$ cat src/rtl/core/sla_pkg.sv
`timescale 1ns / 1ps

package sla_pkg;

    localparam int CFG_W          = 13;
    localparam int BYTE_W         = 8;
    localparam int LIMIT_MAX_DEF  = 4096;
    localparam logic [CFG_W-1:0] MAX_LINE_RESET = 13'd2048;

    localparam int MARK_LEN   = 15;
    localparam int MARK_IDX_W = $clog2(MARK_LEN + 1);

    localparam logic [BYTE_W-1:0] CHAR_LF    = 8'h0A;
    localparam logic [BYTE_W-1:0] CHAR_CR    = 8'h0D;
    localparam logic [BYTE_W-1:0] CHAR_SPACE = 8'h20;
    localparam logic [BYTE_W-1:0] CHAR_DEL   = 8'h7F;

    localparam logic ACT_BYTE  = 1'b0;
    localparam logic ACT_FLUSH = 1'b1;

    typedef struct packed {
        logic              action;
        logic [BYTE_W-1:0] byte_value;
    } t_item;

    // " ...[truncated]"
    function automatic logic [BYTE_W-1:0] mark_char(input logic [MARK_IDX_W-1:0] idx);
        logic [BYTE_W-1:0] ch;
        case (idx)
            4'd0:    ch = 8'h20;
            4'd1:    ch = 8'h2E;
            4'd2:    ch = 8'h2E;
            4'd3:    ch = 8'h2E;
            4'd4:    ch = 8'h5B;
            4'd5:    ch = 8'h74;
            4'd6:    ch = 8'h72;
            4'd7:    ch = 8'h75;
            4'd8:    ch = 8'h6E;
            4'd9:    ch = 8'h63;
            4'd10:   ch = 8'h61;
            4'd11:   ch = 8'h74;
            4'd12:   ch = 8'h65;
            4'd13:   ch = 8'h64;
            4'd14:   ch = 8'h5D;
            default: ch = 8'h00;
        endcase
        return ch;
    endfunction

endpackage

$ cat src/rtl/core/sla_in_stage.sv
`timescale 1ns / 1ps

module sla_in_stage
    import sla_pkg::*;
(
    input  logic  i_clk,
    input  logic  i_rst_n,
    input  logic  i_valid,
    output logic  o_ready,
    input  t_item i_item,
    output logic  o_valid,
    input  logic  i_take,
    output t_item o_item
);

    logic  r_valid;
    t_item r_item;

    // reload whenever the held beat is empty or leaves this cycle
    assign o_ready = !r_valid || i_take;
    assign o_valid = r_valid;
    assign o_item  = r_item;

    always_ff @(posedge i_clk) begin
        if (!i_rst_n) begin
            r_valid <= 1'b0;
        end else if (o_ready) begin
            r_valid <= i_valid;
        end
    end

    always_ff @(posedge i_clk) begin
        if (o_ready && i_valid) begin
            r_item <= i_item;
        end
    end

endmodule

$ cat src/rtl/core/sla_framer.sv
`timescale 1ns / 1ps

module sla_framer
    import sla_pkg::*;
#(
    parameter int LINE_LIMIT_MAX = LIMIT_MAX_DEF
) (
    input  logic              i_clk,
    input  logic              i_rst_n,
    input  logic              i_cfg_valid,
    input  logic [CFG_W-1:0]  i_cfg_data,
    input  logic              i_valid,
    input  t_item             i_item,
    output logic              o_take,
    output logic              o_valid,
    input  logic              i_ready,
    output logic [BYTE_W-1:0] o_char,
    output logic              o_eol,
    output logic              o_last
);

    localparam int LEN_W = $clog2(LINE_LIMIT_MAX + 1);
    localparam int CMP_W = ((LEN_W > CFG_W) ? LEN_W : CFG_W) + 1;

    logic [CFG_W-1:0]      r_cfg;
    logic [LEN_W-1:0]      r_len,   n_len;
    logic                  r_cr,    n_cr;
    logic                  r_swal,  n_swal;
    logic                  r_mark;
    logic [MARK_IDX_W-1:0] r_midx;
    logic                  r_valid;
    logic [BYTE_W-1:0]     r_char;
    logic                  r_eol;
    logic                  r_last;

    logic              emit;
    logic [BYTE_W-1:0] e_char;
    logic              e_eol;
    logic              trunc;
    logic [CMP_W-1:0]  eff_lim;
    logic [CMP_W-1:0]  len_inc;
    logic              out_free;

    assign out_free = !r_valid || i_ready;
    assign o_take   = i_valid && !r_mark && out_free;

    always_comb begin
        if (r_cfg == '0) begin
            eff_lim = CMP_W'(1);
        end else if (CMP_W'(r_cfg) > CMP_W'(LINE_LIMIT_MAX)) begin
            eff_lim = CMP_W'(LINE_LIMIT_MAX);
        end else begin
            eff_lim = CMP_W'(r_cfg);
        end
        len_inc = CMP_W'(r_len) + CMP_W'(1);
    end

    always_comb begin
        n_len  = r_len;
        n_cr   = r_cr;
        n_swal = r_swal;
        emit   = 1'b0;
        e_char = '0;
        e_eol  = 1'b0;
        trunc  = 1'b0;
        if (i_item.action == ACT_FLUSH) begin
            if (!r_swal && r_len != '0) begin
                emit  = 1'b1;
                e_eol = 1'b1;
            end
            n_len  = '0;
            n_cr   = 1'b0;
            n_swal = 1'b0;
        end else if (i_item.byte_value == CHAR_LF && r_cr) begin
            n_cr = 1'b0;
        end else if (i_item.byte_value == CHAR_LF || i_item.byte_value == CHAR_CR) begin
            n_cr = (i_item.byte_value == CHAR_CR);
            // the marker already closed a swallowed line
            if (r_swal) begin
                n_swal = 1'b0;
            end else if (r_len != '0) begin
                emit  = 1'b1;
                e_eol = 1'b1;
            end
            n_len = '0;
        end else begin
            n_cr = 1'b0;
            if (!r_swal && i_item.byte_value >= CHAR_SPACE
                    && i_item.byte_value != CHAR_DEL) begin
                emit   = 1'b1;
                e_char = i_item.byte_value;
                if (len_inc >= eff_lim) begin
                    trunc  = 1'b1;
                    n_len  = '0;
                    n_swal = 1'b1;
                end else begin
                    n_len = LEN_W'(len_inc);
                end
            end
        end
    end

    always_ff @(posedge i_clk) begin
        if (!i_rst_n) begin
            r_cfg <= MAX_LINE_RESET;
        end else if (i_cfg_valid) begin
            r_cfg <= i_cfg_data;
        end
    end

    always_ff @(posedge i_clk) begin
        if (!i_rst_n) begin
            r_len  <= '0;
            r_cr   <= 1'b0;
            r_swal <= 1'b0;
        end else if (o_take) begin
            r_len  <= n_len;
            r_cr   <= n_cr;
            r_swal <= n_swal;
        end
    end

    // result register and marker sequencer
    always_ff @(posedge i_clk) begin
        if (!i_rst_n) begin
            r_valid <= 1'b0;
            r_mark  <= 1'b0;
            r_midx  <= '0;
        end else if (r_mark) begin
            if (i_ready) begin
                if (r_midx == MARK_IDX_W'(MARK_LEN)) begin
                    r_mark <= 1'b0;
                    r_midx <= '0;
                end else begin
                    r_midx <= r_midx + MARK_IDX_W'(1);
                end
            end
        end else if (o_take) begin
            r_valid <= emit;
            if (trunc) begin
                r_mark <= 1'b1;
                r_midx <= '0;
            end
        end else if (i_ready) begin
            r_valid <= 1'b0;
        end
    end

    always_ff @(posedge i_clk) begin
        if (r_mark) begin
            if (i_ready) begin
                r_char <= mark_char(r_midx);
                r_eol  <= (r_midx == MARK_IDX_W'(MARK_LEN));
                r_last <= (r_midx == MARK_IDX_W'(MARK_LEN));
            end
        end else if (o_take && emit) begin
            r_char <= e_char;
            r_eol  <= e_eol;
            r_last <= !trunc;
        end
    end

    assign o_valid = r_valid;
    assign o_char  = r_char;
    assign o_eol   = r_eol;
    assign o_last  = r_last;

endmodule

$ cat src/rtl/core/serial_line_assembler_core.sv
`timescale 1ns / 1ps
// serial line assembler: splits a received byte stream into lines
// slave stream: one beat per received byte (tuser 0) or flush (tuser 1)
// master stream: one beat per line character, tuser 1 marks end of line,
// tlast flags the final beat that one input beat causes
// cr, lf and crlf end a line; control bytes and del are dropped
// a line that reaches the limit gets " ...[truncated]" and an end of line,
// and the rest of it is swallowed up to the next terminator
// config channel: one write sets the line length limit (0 acts as 1, values above LINE_LIMIT_MAX are clamped)
// path: an input beat is held in the input register, then its first result beat in the result register
// throughput: one input beat per cycle while the master side is ready; after a truncating
// byte the input holds while the marker sequencer sends its beats
// reset: line state cleared, limit back to 2048, no beat pending
// a stalled master side holds the result register; the input register
// keeps one more beat, then the slave side stalls too
module serial_line_assembler_core
    import sla_pkg::*;
#(
    parameter int LINE_LIMIT_MAX = LIMIT_MAX_DEF
) (
    input  logic              i_clk,
    input  logic              i_rst_n,
    input  logic              i_cfg_valid,
    output logic              o_cfg_ready,
    input  logic [CFG_W-1:0]  i_cfg_data,      // [12:0] max_line_length
    input  logic              i_s_axis_tvalid,
    output logic              o_s_axis_tready,
    input  logic [BYTE_W-1:0] i_s_axis_tdata,  // [7:0] byte_value
    input  logic              i_s_axis_tuser,  // [0] action
    output logic              o_m_axis_tvalid,
    input  logic              i_m_axis_tready,
    output logic [BYTE_W-1:0] o_m_axis_tdata,  // [7:0] char_value
    output logic              o_m_axis_tuser,  // [0] end_of_line
    output logic              o_m_axis_tlast
);

    t_item in_item;
    t_item st_item;
    logic  st_valid;
    logic  take;

    assign o_cfg_ready        = 1'b1;
    assign in_item.action     = i_s_axis_tuser;
    assign in_item.byte_value = i_s_axis_tdata;

    sla_in_stage u_in_stage (
        .i_clk   (i_clk),
        .i_rst_n (i_rst_n),
        .i_valid (i_s_axis_tvalid),
        .o_ready (o_s_axis_tready),
        .i_item  (in_item),
        .o_valid (st_valid),
        .i_take  (take),
        .o_item  (st_item)
    );

    sla_framer #(
        .LINE_LIMIT_MAX (LINE_LIMIT_MAX)
    ) u_framer (
        .i_clk       (i_clk),
        .i_rst_n     (i_rst_n),
        .i_cfg_valid (i_cfg_valid),
        .i_cfg_data  (i_cfg_data),
        .i_valid     (st_valid),
        .i_item      (st_item),
        .o_take      (take),
        .o_valid     (o_m_axis_tvalid),
        .i_ready     (i_m_axis_tready),
        .o_char      (o_m_axis_tdata),
        .o_eol       (o_m_axis_tuser),
        .o_last      (o_m_axis_tlast)
    );

endmodule

$ cat config.mk
export PLATFORM = sky130hd
export DESIGN_NAME = serial_line_assembler_core
export DESIGN_NICKNAME = d
export VERILOG_FILES = /design/src/rtl/core/sla_pkg.sv /design/src/rtl/core/sla_in_stage.sv /design/src/rtl/core/sla_framer.sv /design/src/rtl/core/serial_line_assembler_core.sv
export SDC_FILE = /design/constraint.sdc
export NUM_CORES = 1
export LEC_CHECK = 0
export ABC_AREA = 1
export BUFFER_PORTS_ARGS = -buffer_cell sky130_fd_sc_hd__buf_2
export CELL_PAD_IN_SITES_DETAIL_PLACEMENT = 1
export CELL_PAD_IN_SITES_GLOBAL_PLACEMENT = 1
export CORE_MARGIN = 2
export CORE_UTILIZATION = 26
export CTS_CLUSTER_SIZE = 8
export DETAILED_ROUTE_END_ITERATION = 8
export HOLD_SLACK_MARGIN = 0.1
export MAX_ROUTING_LAYER = met4
export PLACE_DENSITY = 0.65
export SYNTH_ARGS = -nofsm -noshare
export SYNTH_HDL_FRONTEND = slang
export SYNTH_HIERARCHICAL = 1
export SYNTH_SLANG_ARGS = --single-unit
$ cat constraint.sdc
create_clock -name i_clk -period 3.8 [get_ports i_clk]
set_input_delay 0.95 -clock i_clk [delete_from_list [all_inputs] [get_ports i_clk]]
set_output_delay 0.95 -clock i_clk [all_outputs]
set_load 0.02 [all_outputs]
* Word-level counts from Yosys, hierarchy flattened
Memory sizes are Yosys's and may differ from the RTL's. A register that Yosys moved wholly into a read port is not among the register bits. Cells that the tools add are included.
Storage, ports and cells: bits in registers 54, memory bits (read-only) 112, input port bits 27, output and inout bits 13, word-level logic and storage cells 111, memories 1
Memories:
- (no name shown) | words 16, bits a word 7, rd ports 1, clocked after memory_dff 1, wr ports 0, line sla_pkg.sv:29 | case (idx)
Operators by class: $add $sub $neg 2, order comparisons 3, equal/unequal tests 6, muxes and demuxes 56, bitwise operators 1, reductions and logical operators 29
Operators with widths (count):
- 13-bit two-way mux | 7
- 8-bit two-way mux | 7
- 1-bit two-way mux | 35
- 4-bit two-way mux | 7
- 8-bit by 4-bit == test with 1-bit output, second input constant | 2
- 13-bit by 1-bit adder with 14-bit output, second input constant | 1
- 14-bit >= comparator | 1
- 13-bit > comparator, second input constant | 1
- 13-bit logical NOT | 1
- 13-bit nonzero test | 1
- 8-bit by 6-bit >= comparator with 1-bit output, second input constant | 1
- 1-bit logical AND | 8
- 8-bit by 7-bit != test with 1-bit output, second input constant | 1
- 2-bit nonzero test | 4
- 3-bit AND reduction | 2
- 3-bit nonzero test | 2
- 1-bit logical NOT | 5
- 4-bit by 1-bit adder with 4-bit output, second input constant | 1
- 4-bit == test, second input constant | 1
- 2-bit != test, second input constant | 2
- 2-bit AND reduction | 2
- 4-bit AND reduction | 1
- 1-bit logical OR | 3
- 1-bit NOT | 1

* Logic depth before layout (Yosys ltp)
Gate-level depths: netlist (run 1).
depth after elaboration 14, mapped depth 27, mapped depth without buffers 27

* Cells and area by module
The synthesis (run 1) kept the hierarchy.
By module, submodules not included:
- sla_framer | instances 1, cells an instance 406, area an instance 2981.6 um^2, sequential area each 1121.1 um^2
- sla_in_stage | instances 1, cells an instance 16, area an instance 321.6 um^2, sequential area each 290.3 um^2
- serial_line_assembler_core | instances 1, cells an instance 2, area an instance 11.3 um^2, sequential area each 0.0 um^2

* Least setup slack after synthesis (run 1)
OpenSTA, ideal clock, no wires.
kind reg2reg, start point register u_framer.r_len[0], end point register (tool-made name), setup time 112 ps, data arrival time 3145 ps, data required time 3688 ps, setup slack 543 ps, stages on the path, launching flop included 27, path buffers 0, clock period less this slack 3257 ps, cells stage by stage dfxtp_1 -> ha_1 -> nand3_1 -> nor2_1 -> nand2_1 -> o21ai_0 -> o21ai_0 -> inv_1 -> ha_1 -> nand2_1 -> o21bai_1 -> nand3_1 -> nand2_1 -> nand2_1 -> inv_2 -> nand2_4 -> nand3_4 -> nand2_4 -> o21ai_0 -> inv_1 -> nor2_1 -> inv_1 -> ha_1 -> nand2_1 -> nand2_1 -> nand2_1 -> nand2_1
RTL lines:
- start, declared | line sla_framer.sv:26 | logic [LEN_W-1:0] r_len, n_len;
- start signal, assigned | line sla_framer.sv:117 | r_len <= n_len;

==> results of run 1 <==
[synth_stat cells (2+ instances only)]
master / count / area share [%]
nand2_1: 86 / 9.7
nor2_1: 66 / 7.5
inv_1: 44 / 5.0
dfxtp_1: 42 / 25
nand3_1: 30 / 4.5
o21ai_0: 22 / 3.3
ha_1: 21 / 7.9
edfxtp_1: 19 / 17
a21oi_1: 12 / 1.8
a22oi_1: 12 / 2.7
nand2_2: 9 / 1.7
nand4_1: 8 / 1.5
xor2_1: 7 / 1.8
clkbuf_1: 6 / 0.68
inv_2: 4 / 0.45
nor3_1: 4 / 0.60
nor4_1: 4 / 0.75
o31ai_1: 4 / 0.91
buf_2: 3 / 0.45
nand3_4: 3 / 1.6
a31oi_1: 2 / 0.38
buf_4: 2 / 0.45
nand2_4: 2 / 0.68
[critical path, cell delays in order (launching register included)]
cell and delay, ns:
dfxtp_1 0.32, nor4_1 0.38, a21oi_1 0.17, inv_2 0.17, nand2_1 0.09, ha_1 0.31
nand2_1 0.07, nor2_1 0.19, nand2_1 0.10, nand3_1 0.10, nand2_1 0.06, nand2_1 0.07
inv_2 0.04, nand2_4 0.10, nand3_4 0.12, nand3_1 0.11, nand2_1 0.10, nor2_1 0.19
inv_1 0.11, ha_1 0.22, nor2_1 0.09, nand3_1 0.08, nand3_1 0.11, nand2_1 0.05
[cell families (layout without fill, tap and decap cells)]
| kind of cell | after synthesis | in the layout |
|---|---|---|
| adder cells (fa/ha/maj) | 21 | 21 |
| other | 1 | 1 |
| AND/OR/NAND/NOR | 217 | 217 |
| flip-flops | 61 | 61 |
| AO/OA/AOI/OAI | 55 | 55 |
| XOR/XNOR | 8 | 8 |
| buffers and inverters | 61 | 108 |
[what timing repair did]
item / CTS / global route
endpoints found under the hold margin: 0 / 0
gates resized for setup: 0 / 8
setup endpoints to repair: 0 / 7
[worst max path at each step]
stage | slack, ns | cells after the start | from | to
global placement | 0.23 | 26 | u_framer/r_len[1]$_SDFFE_PN0P_ | flip-flop
floorplan | 0.54 | 26 | u_framer/r_len[0]$_SDFFE_PN0P_ | flip-flop
CTS | 0.09 | 27 | u_framer/r_len[1]$_SDFFE_PN0P_ | flip-flop
finish | 0.35 | 23 | u_framer/r_cfg[8]$_SDFFE_PN0P_ | flip-flop
detailed placement | 0.13 | 26 | u_framer/r_len[1]$_SDFFE_PN0P_ | flip-flop
global route | 0.005 | 24 | u_framer/r_cfg[8]$_SDFFE_PN0P_ | flip-flop
[where the power goes]
part / switching, mW / total (mW) / internal (mW) / leakage (nW)
logic: 0.0991 / 0.149 / 0.0502 / 1.12
registers: 0.0167 / 0.718 / 0.702 / 0.522
clock network: 0.304 / 0.813 / 0.509 / 0.146
total: 0.420 / 1.68 / 1.26 / 1.79
[final cells by class]
class | count | area (sq um) | share of cell area [%]
multi-input cells | 302 | 1680 | 41.8
flip-flops and latches | 61 | 1410 | 35.1
clock buffers | 9 | 225 | 5.60
repair buffers | 42 | 220 | 5.48
well taps | 172 | 215 | 5.35
inverters | 50 | 193 | 4.79
clock inverters | 7 | 73.8 | 1.84
[cells in the final DEF, fill, tap and decap left out, drive strengths merged, types with 4 or more instances in the layout]
cell    instances
nand2          97
nor2           68
inv            49
dfxtp          42
buf            42
nand3          34
o21ai          23
ha             21
edfxtp         19
a21oi          13
a22oi          12
clkbuf          9
nand4           8
xor2            7
clkinv          6
nor3            5
nor4            4
o31ai           4
[per-stage QoR]
stage	power (mW)	hold slack, ns	instances
floorplan	0.827	0.445	424
global placement	0.876	0.457	627
detailed placement	0.881	0.483	627
CTS	1.71	0.492	643
global route	1.76	0.523	643
finish	1.68	0.488	643
[routing by layer]
metal  global-route usage, %  share of wire, %  up-vias
met1                    16.9                48     1346
met5                       -                 0        -
met2                    21.1                46       47
met4                    4.71               1.3        0
li1                        -                 -     1482
met3                    3.71               4.0        9
==> metrics.md, run 1 <==
| Metric | Value |
|---|---|
| Outcome | `finished, final reports clean` |
| PwrDens | `418 nW/um^2` |
| Initial antenna violation count | `0` |
| Initial cell density of the core | `26.5%` |
| Worst hold endpoint | `u_framer/r_cr$_SDFFE_PN0P_` |
| Pins over their slew limit | `0` |
| Post-synth EDFFs | `19` |
| Port Buffers | `38` |
| Synth Area in Simple Gates | `30.1%` |
| Area share of fa/ha/maj cells after synthesis | `7.93%` |
| Io pins | `40` |
| Area after DPL | `3700 sq um` |
| Startpoint types | `flip-flop` |
| Syn Inst Count | `424` |
| Pin count of the biggest net entering global routing | `25` |
| GPL Wtd Cong | `0.807` |
| RSZ-0062 raised after global routing | `false` |
| Total CTS buffers | `9` |
| Wire length of the first global-routing pass | `13,900 microns` |
| Chip Width | `117 microns` |
| Fin crit period | `3.45 ns` |
| Slew HR | `35.4%` |
| Post-route ant nets | `0` |
| MaxCap Viol Count | `0` |
| Std cell rows | `41` |
| Synth Register Bits | `61` |
| WP data arrival | `3.67 ns` |
| Layout cells sized above 1 | `18.7%` |
| Mapped Area | `3310 sq um` |
| R2R setup slack | `0.35 ns` |
| Static leakage | `1.79 nW` |
| Setup Skew | `0.0105 ns` |
| Fmax | `290 MHz` |
| Final worst slack | `0.349 ns` |
| Worst setup EP type | `flip-flop` |
| Crit share post-route | `90.8%` |
| Synth Warn # | `6` |
| Fill cells | `1,563` |
| Die height | `117 microns` |
| Worst Hold Class | `flip-flop to flip-flop` |
| Tot GR Track Use | `13.5%` |
| Util after Layout | `32.1%` |
| Synth Area in Compound Gates | `9.78%` |
| Deepest clock path buffer count | `2` |
| CP Class | `flip-flop to flip-flop` |
| Peak VDD IR | `0.000202 V` |
| WHS Path Cells | `2` |
| Fin. Hold Viols | `0` |
| Area Overhead vs Synth | `21.3%` |
| Remaining DRCs | `0` |
| H-tree depth | `3` |
| Num Clock Sinks | `61` |
| Avg Vias per Cell | `4.49` |
| Hpwl dp | `6320 microns` |
| Drt total wl | `8300 microns` |
| R2R Path Start | `u_framer/r_cfg[8]$_SDFFE_PN0P_` |
| Vias post-DR | `2,884` |
| Core Area | `12,500 sq um` |
| Final setup viols | `0` |
| Largest family of logic cells by synthesized area | `simple AND/OR/NAND/NOR gates` |
| Post-synth cell types | `35` |
| Synth Area per Inst | `7.82 sq um` |
| Hold Buf Count CTS | `0` |
| TNS Setup | `0 ns` |
| Clock latency on the worst-skew pair | `0.33 ns` |
| Initial DRC Count | `152` |
| Seq/Total Area, Yosys | `42.6%` |
| Ys async rst share | `0%` |
| Final net count | `514` |
| Post-CTS Setup Bufs | `0` |
| Grt total ovfl | `0` |
| Worst slack, placed | `0.130 ns` |
| Vias in the first global route | `2,870` |
| Drt wl/cell | `12.9 microns` |
| Slew @ Worst Pin | `0.968 ns` |
| Full die area | `13,700 sq um` |
| Synthesized Nets | `472` |
| Critical path required time | `4.02 ns` |
| Xor and xnor fraction of the mapped netlist area | `2.11%` |
| CTS tree | `yes` |
| TritonRoute pass-1 iters | `4` |
| Hold_sp | `u_framer/r_cr$_SDFFE_PN0P_` |
| Clock Pin Slew Worst Setup and Hold Paths | `0.06 ns` |
| Diodes inserted | `0` |
| Synth Flop Type | `dfxtp_1` |
| Critical path peak fanout | `11` |
| Clk Tree Root Cell | `clkbuf_16` |
| Mux share of post-synthesis cell area | `0%` |
| Worst r2r path cells | `23` |
| Final Cell Area | `4020 sq um` |
No activity file was read; power rests on OpenSTA's default activity.
==> run 2, diff against run 1 <==
- CORE_MARGIN: 2 -> unset
==> metrics.md, run 2 (synthesis results as in run 1) <==
| Metric | Value |
|---|---|
| Outcome | `finished, final reports clean` |
| R2R Path Start | `u_framer/r_len[1]$_SDFFE_PN0P_` |
| Vias post-DR | `2,899` |
| Commonest non-fill, non-tap cells in the layout | `nand2_1, nor2_1, inv_1, dfxtp_1, buf_2` |
| Remaining DRCs | `0` |
| Fmax | `293 MHz` |
| GPL Wtd Cong | `0.791` |
| WP data arrival | `3.64 ns` |
| Peak VDD IR | `0.000221 V` |
| Vias in the first global route | `3,020` |
| Critical path peak fanout | `6` |
| Std cell rows | `40` |
| Worst slack, placed | `0.118 ns` |
| Port Buffers | `38` |
| Tot GR Track Use | `15.0%` |
| Worst Hold Class | `flip-flop to flip-flop` |
| Clock latency on the worst-skew pair | `0.34 ns` |
| Fill cells | `1,529` |
| Final Cell Area | `4040 sq um` |
| Setup Skew | `0.00918 ns` |
| Final worst slack | `0.385 ns` |
| Commonest non-fill, non-tap cell in the layout | `nand2_1` |
| Slew @ Worst Pin | `0.598 ns` |
| Top delay family on crit path | `simple AND/OR/NAND/NOR gates` |
| Pins over their slew limit | `0` |
| Area after DPL | `3710 sq um` |
| Final setup viols | `0` |
| Worst setup EP type | `flip-flop` |
| Multi-input combinational cell area | `1680 sq um` |
| Core Area | `12,200 sq um` |
| Final net count | `518` |
| Clk Tree Root Cell | `clkbuf_16` |
| H-tree depth | `3` |
| Startpoint types | `flip-flop` |
| Grt total ovfl | `0` |
| Layout cells sized above 1 | `18.3%` |
| Total CTS buffers | `9` |
| Chip Width | `115 microns` |
| Worst r2r path cells | `26` |
| Worst Path Buf+Inv | `4` |
| CP Depth | `26` |
| Drt total wl | `8530 microns` |
| PwrDens | `420 nW/um^2` |
| Max stage delay on crit path | `0.36 ns` |
| Fin crit period | `3.41 ns` |
| Initial DRC Count | `114` |
| Hpwl dp | `6470 microns` |
| CTS tree | `yes` |
| Fin. Hold Viols | `0` |
| Initial antenna violation count | `0` |
| Diodes inserted | `0` |
| Drt wl/cell | `13.3 microns` |
| Static leakage | `1.81 nW` |
| MaxCap Viol Count | `0` |
| Num Clock Sinks | `61` |
| TritonRoute pass-1 iters | `4` |
| Final hold slack | `0.472 ns` |
| Deepest clock path buffer count | `2` |
| Initial cell density of the core | `27.1%` |
| Pwr Total | `1.70 mW` |
| Avg Vias per Cell | `4.51` |
| Pin count of the biggest net entering global routing | `25` |
| Clock Pin Slew Worst Setup and Hold Paths | `0.05 ns` |
| TNS Setup | `0 ns` |
| Crit share post-route | `89.9%` |
| Full die area | `13,200 sq um` |
| Area Overhead vs Synth | `21.9%` |
| Slowest cell on the critical path | `dfxtp_2` |
| Die height | `115 microns` |
| R2R setup slack | `0.39 ns` |
| FF/Latch Area | `1410 sq um` |
| Most common cell on crit path | `nand2_1` |
| Critical path required time | `4.03 ns` |
| Post-route ant nets | `0` |
| Slew HR | `60.0%` |
| CP Class | `flip-flop to flip-flop` |
| CP Launch Point | `u_framer/r_len[1]$_SDFFE_PN0P_` |
| Io pins | `40` |
| Wire length of the first global-routing pass | `14,500 microns` |
-- run 2: worst min-delay path by stage --
| stage | depth (start not counted) | slack, ns | to | from |
|---|---|---|---|---|
| floorplan | 2 | 0.45 | u_framer/r_cr$_SDFFE_PN0P_ | u_framer/r_cr$_SDFFE_PN0P_ |
| CTS | 2 | 0.48 | u_framer/r_cr$_SDFFE_PN0P_ | u_framer/r_cr$_SDFFE_PN0P_ |
| detailed placement | 2 | 0.47 | u_framer/r_cr$_SDFFE_PN0P_ | u_framer/r_cr$_SDFFE_PN0P_ |
| global placement | 2 | 0.46 | u_framer/r_cr$_SDFFE_PN0P_ | u_framer/r_cr$_SDFFE_PN0P_ |
| finish | 2 | 0.47 | u_framer/r_cr$_SDFFE_PN0P_ | u_framer/r_cr$_SDFFE_PN0P_ |
| global route | 2 | 0.50 | u_framer/r_cr$_SDFFE_PN0P_ | u_framer/r_cr$_SDFFE_PN0P_ |
-- run 2: metrics by stage --
| step | utilization (%) | std cells |
|---|---|---|
| floorplan | - | 424 |
| global placement | 30.4 | 625 |
| detailed placement | 30.4 | 625 |
| CTS | 32.8 | 641 |
| global route | 33.1 | 643 |
| finish | 33.1 | 643 |
-- run 2: where the power goes --
part / switching (mW) / internal (mW) / total [mW] / leakage, nW
Sequential: 0.0165 / 0.702 / 0.719 / 0.522
Combinational: 0.100 / 0.0518 / 0.152 / 1.14
Clock: 0.284 / 0.544 / 0.828 / 0.144
-- run 2: layout make-up --
cell class,count,area share (%)
Multi-Input combinational cell,302,41.5
Sequential cell,61,35.0
Clock buffer,15,6.63
Timing Repair Buffer,46,6.20
Tap cell,168,5.20
Inverter,50,4.77
Clock inverter,1,0.743
-- run 2: what timing repair did --
item / in CTS / in global routing
resized for setup: 0 / 8
hold buffers: 0 / 0
endpoints found under the setup margin: 0 / 7
setup buffers: 0 / 2
-- run 2: tightest hold or removal path, delay by kind of cell (launching register included) --
kind | cells | cell delay [ns]
flops | 1 | 0.31
simple gates | 1 | 0.06
compound gates | 1 | 0.06
-- run 2: layer usage --
metal | GRT usage (%) | share of wire, %
met2 | 23.2 | 45
met4 | 7.53 | 2.3
met3 | 4.59 | 4.1
met1 | 17.7 | 48
met5 | - | 0
==> run 3, diff against run 2 <==
- RECOVER_POWER: unset -> 25
==> metrics.md, run 3 (synthesis results as in run 1) <==
| Metric | Value |
|---|---|
| Worst hold endpoint | `u_framer/r_cr$_SDFFE_PN0P_` |
| Remaining DRCs | `0` |
| Final net count | `518` |
| Grt total ovfl | `0` |
| WHS Path Cells | `2` |
| Clock Pin Slew Worst Setup and Hold Paths | `0.05 ns` |
| Num Clock Sinks | `61` |
| R2R Path Start | `u_framer/r_len[1]$_SDFFE_PN0P_` |
| Drt total wl | `8530 microns` |
| Worst setup EP type | `flip-flop` |
| Initial cell density of the core | `27.1%` |
| Vias in the first global route | `3,020` |
| Startpoint types | `flip-flop` |
| Critical path peak fanout | `6` |
| Worst Hold Class | `flip-flop to flip-flop` |
| Crit share post-route | `89.9%` |
| Multi-input combinational cell area | `1680 sq um` |
| Io pins | `40` |
| CP Class | `flip-flop to flip-flop` |
| Deepest clock path buffer count | `2` |
| Std cell rows | `40` |
| Pin count of the biggest net entering global routing | `25` |
| Chip Width | `115 microns` |
| R2R setup slack | `0.39 ns` |
| Clock latency on the worst-skew pair | `0.34 ns` |
| Fill cells | `1,530` |
| WP data arrival | `3.64 ns` |
| FF/Latch Area | `1410 sq um` |
| Avg Vias per Cell | `4.51` |
| Static leakage | `1.80 nW` |
| Finished Layout Cells | `643` |
| Total CTS buffers | `9` |
| Hpwl dp | `6470 microns` |
| Diodes inserted | `0` |
| Clk Tree Root Cell | `clkbuf_16` |
| Post-route ant nets | `0` |
| Fin crit period | `3.41 ns` |
| Util after Layout | `33.1%` |
| Slew @ Worst Pin | `0.598 ns` |
| Pins over their slew limit | `0` |
| CTS tree | `yes` |
| Final setup viols | `0` |
| Peak VDD IR | `0.000221 V` |
| CP Launch Point | `u_framer/r_len[1]$_SDFFE_PN0P_` |
| Hold Buf Count CTS | `0` |
| Layout cells sized above 1 | `18.1%` |
| Port Buffers | `38` |
| Commonest non-fill, non-tap cell in the layout | `nand2_1` |
| Fin. Hold Viols | `0` |
| H-tree depth | `3` |
| MaxCap Viol Count | `0` |
| Dpl cells | `625` |
| Area Overhead vs Synth | `21.8%` |
| Vias post-DR | `2,900` |
| Setup Skew | `0.00918 ns` |
| Hold_sp | `u_framer/r_cr$_SDFFE_PN0P_` |
| Die height | `115 microns` |
| GPL Wtd Cong | `0.791` |
| Drt wl/cell | `13.3 microns` |
| Core Area | `12,200 sq um` |
| Full die area | `13,200 sq um` |
| PwrDens | `420 nW/um^2` |
| Worst r2r path cells | `26` |
| Initial antenna violation count | `0` |
| Critical path required time | `4.03 ns` |
| Tot GR Track Use | `15.0%` |
| Slew HR | `60.0%` |
| Fmax | `293 MHz` |
| Commonest non-fill, non-tap cells in the layout | `nand2_1, nor2_1, inv_1, dfxtp_1, buf_2` |
| TritonRoute pass-1 iters | `4` |
| Initial DRC Count | `114` |
| Outcome | `finished, final reports clean` |
| Wire length of the first global-routing pass | `14,500 microns` |
[run 3: cell types whose count changed in the layout (fill, tap and decap cells not counted), sizes merged]
cell | before | now
buf | 46 | 45
clkbuf | 15 | 16
[run 3: repair_timing]
item,4_1_cts,5_1_grt
hold endpoints to repair,0,0
endpoints found under the setup margin,0,7
gates resized for setup,0,8
setup buffers,0,2
[run 3: layout make-up]
type	count	share of cell area, %
timing repair buffer	46	6.17
clock buffer	15	6.63
tap	168	5.21
sequential	61	35.0
inverter	50	4.77
multi-input combinational	302	41.5
clock inverter	1	0.744
[run 3: stage by stage]
step	cell area, sq um	power [mW]	setup WS (ns)	hold WS, ns	TNS, ns
finish	4040	1.70	0.385	0.472	0
global route	4040	1.78	-0.0107	0.499	-0.0157
CTS	4010	1.73	0.0711	0.479	0
detailed placement	3710	0.885	0.118	0.471	0
global placement	3710	0.878	0.234	0.459	0
floorplan	3310	0.827	0.543	0.445	0
[run 3: worst max path at each step]
stage                     end  slack, ns  depth (start not counted)
global route        flip-flop      -0.01                         27
global placement    flip-flop       0.23                         26
finish              flip-flop       0.39                         26
CTS                 flip-flop       0.07                         26
detailed placement  flip-flop       0.12                         26
floorplan           flip-flop       0.54                         26
[run 3: worst max-delay path, cell delays in order, from the launching register on]
cell,delay [ns]
dfxtp_2,0.36
ha_1,0.18
nand3_1,0.17
nor2_4,0.16
nand2_1,0.10
o21ai_1,0.12
o21ai_0,0.09
inv_1,0.10
ha_1,0.24
nand2_1,0.07
o21bai_1,0.11
nand3_1,0.08
nand2_1,0.07
nand2_1,0.06
inv_2,0.06
nand2_4,0.08
nand3_4,0.10
nand2_4,0.08
o21ai_0,0.15
inv_1,0.13
nor2_4,0.14
inv_1,0.07
ha_1,0.31
nand2_1,0.09
nand2_1,0.06
nand2_1,0.06
nand2_1,0.05
[run 3: power by group]
part / internal, mW / switching, mW / total (mW)
Clock: 0.544 / 0.284 / 0.828
Sequential: 0.702 / 0.0165 / 0.719
Combinational: 0.0516 / 0.0999 / 0.152
[run 3: layer usage]
layer / track usage [%] / vias up / share of wire, %
li1: - / 1484 / -
met1: 17.7 / 1363 / 48
met2: 23.2 / 42 / 45
met3: 4.59 / 11 / 4.1
met4: 7.53 / 0 / 2.3
met5: - / - / 0
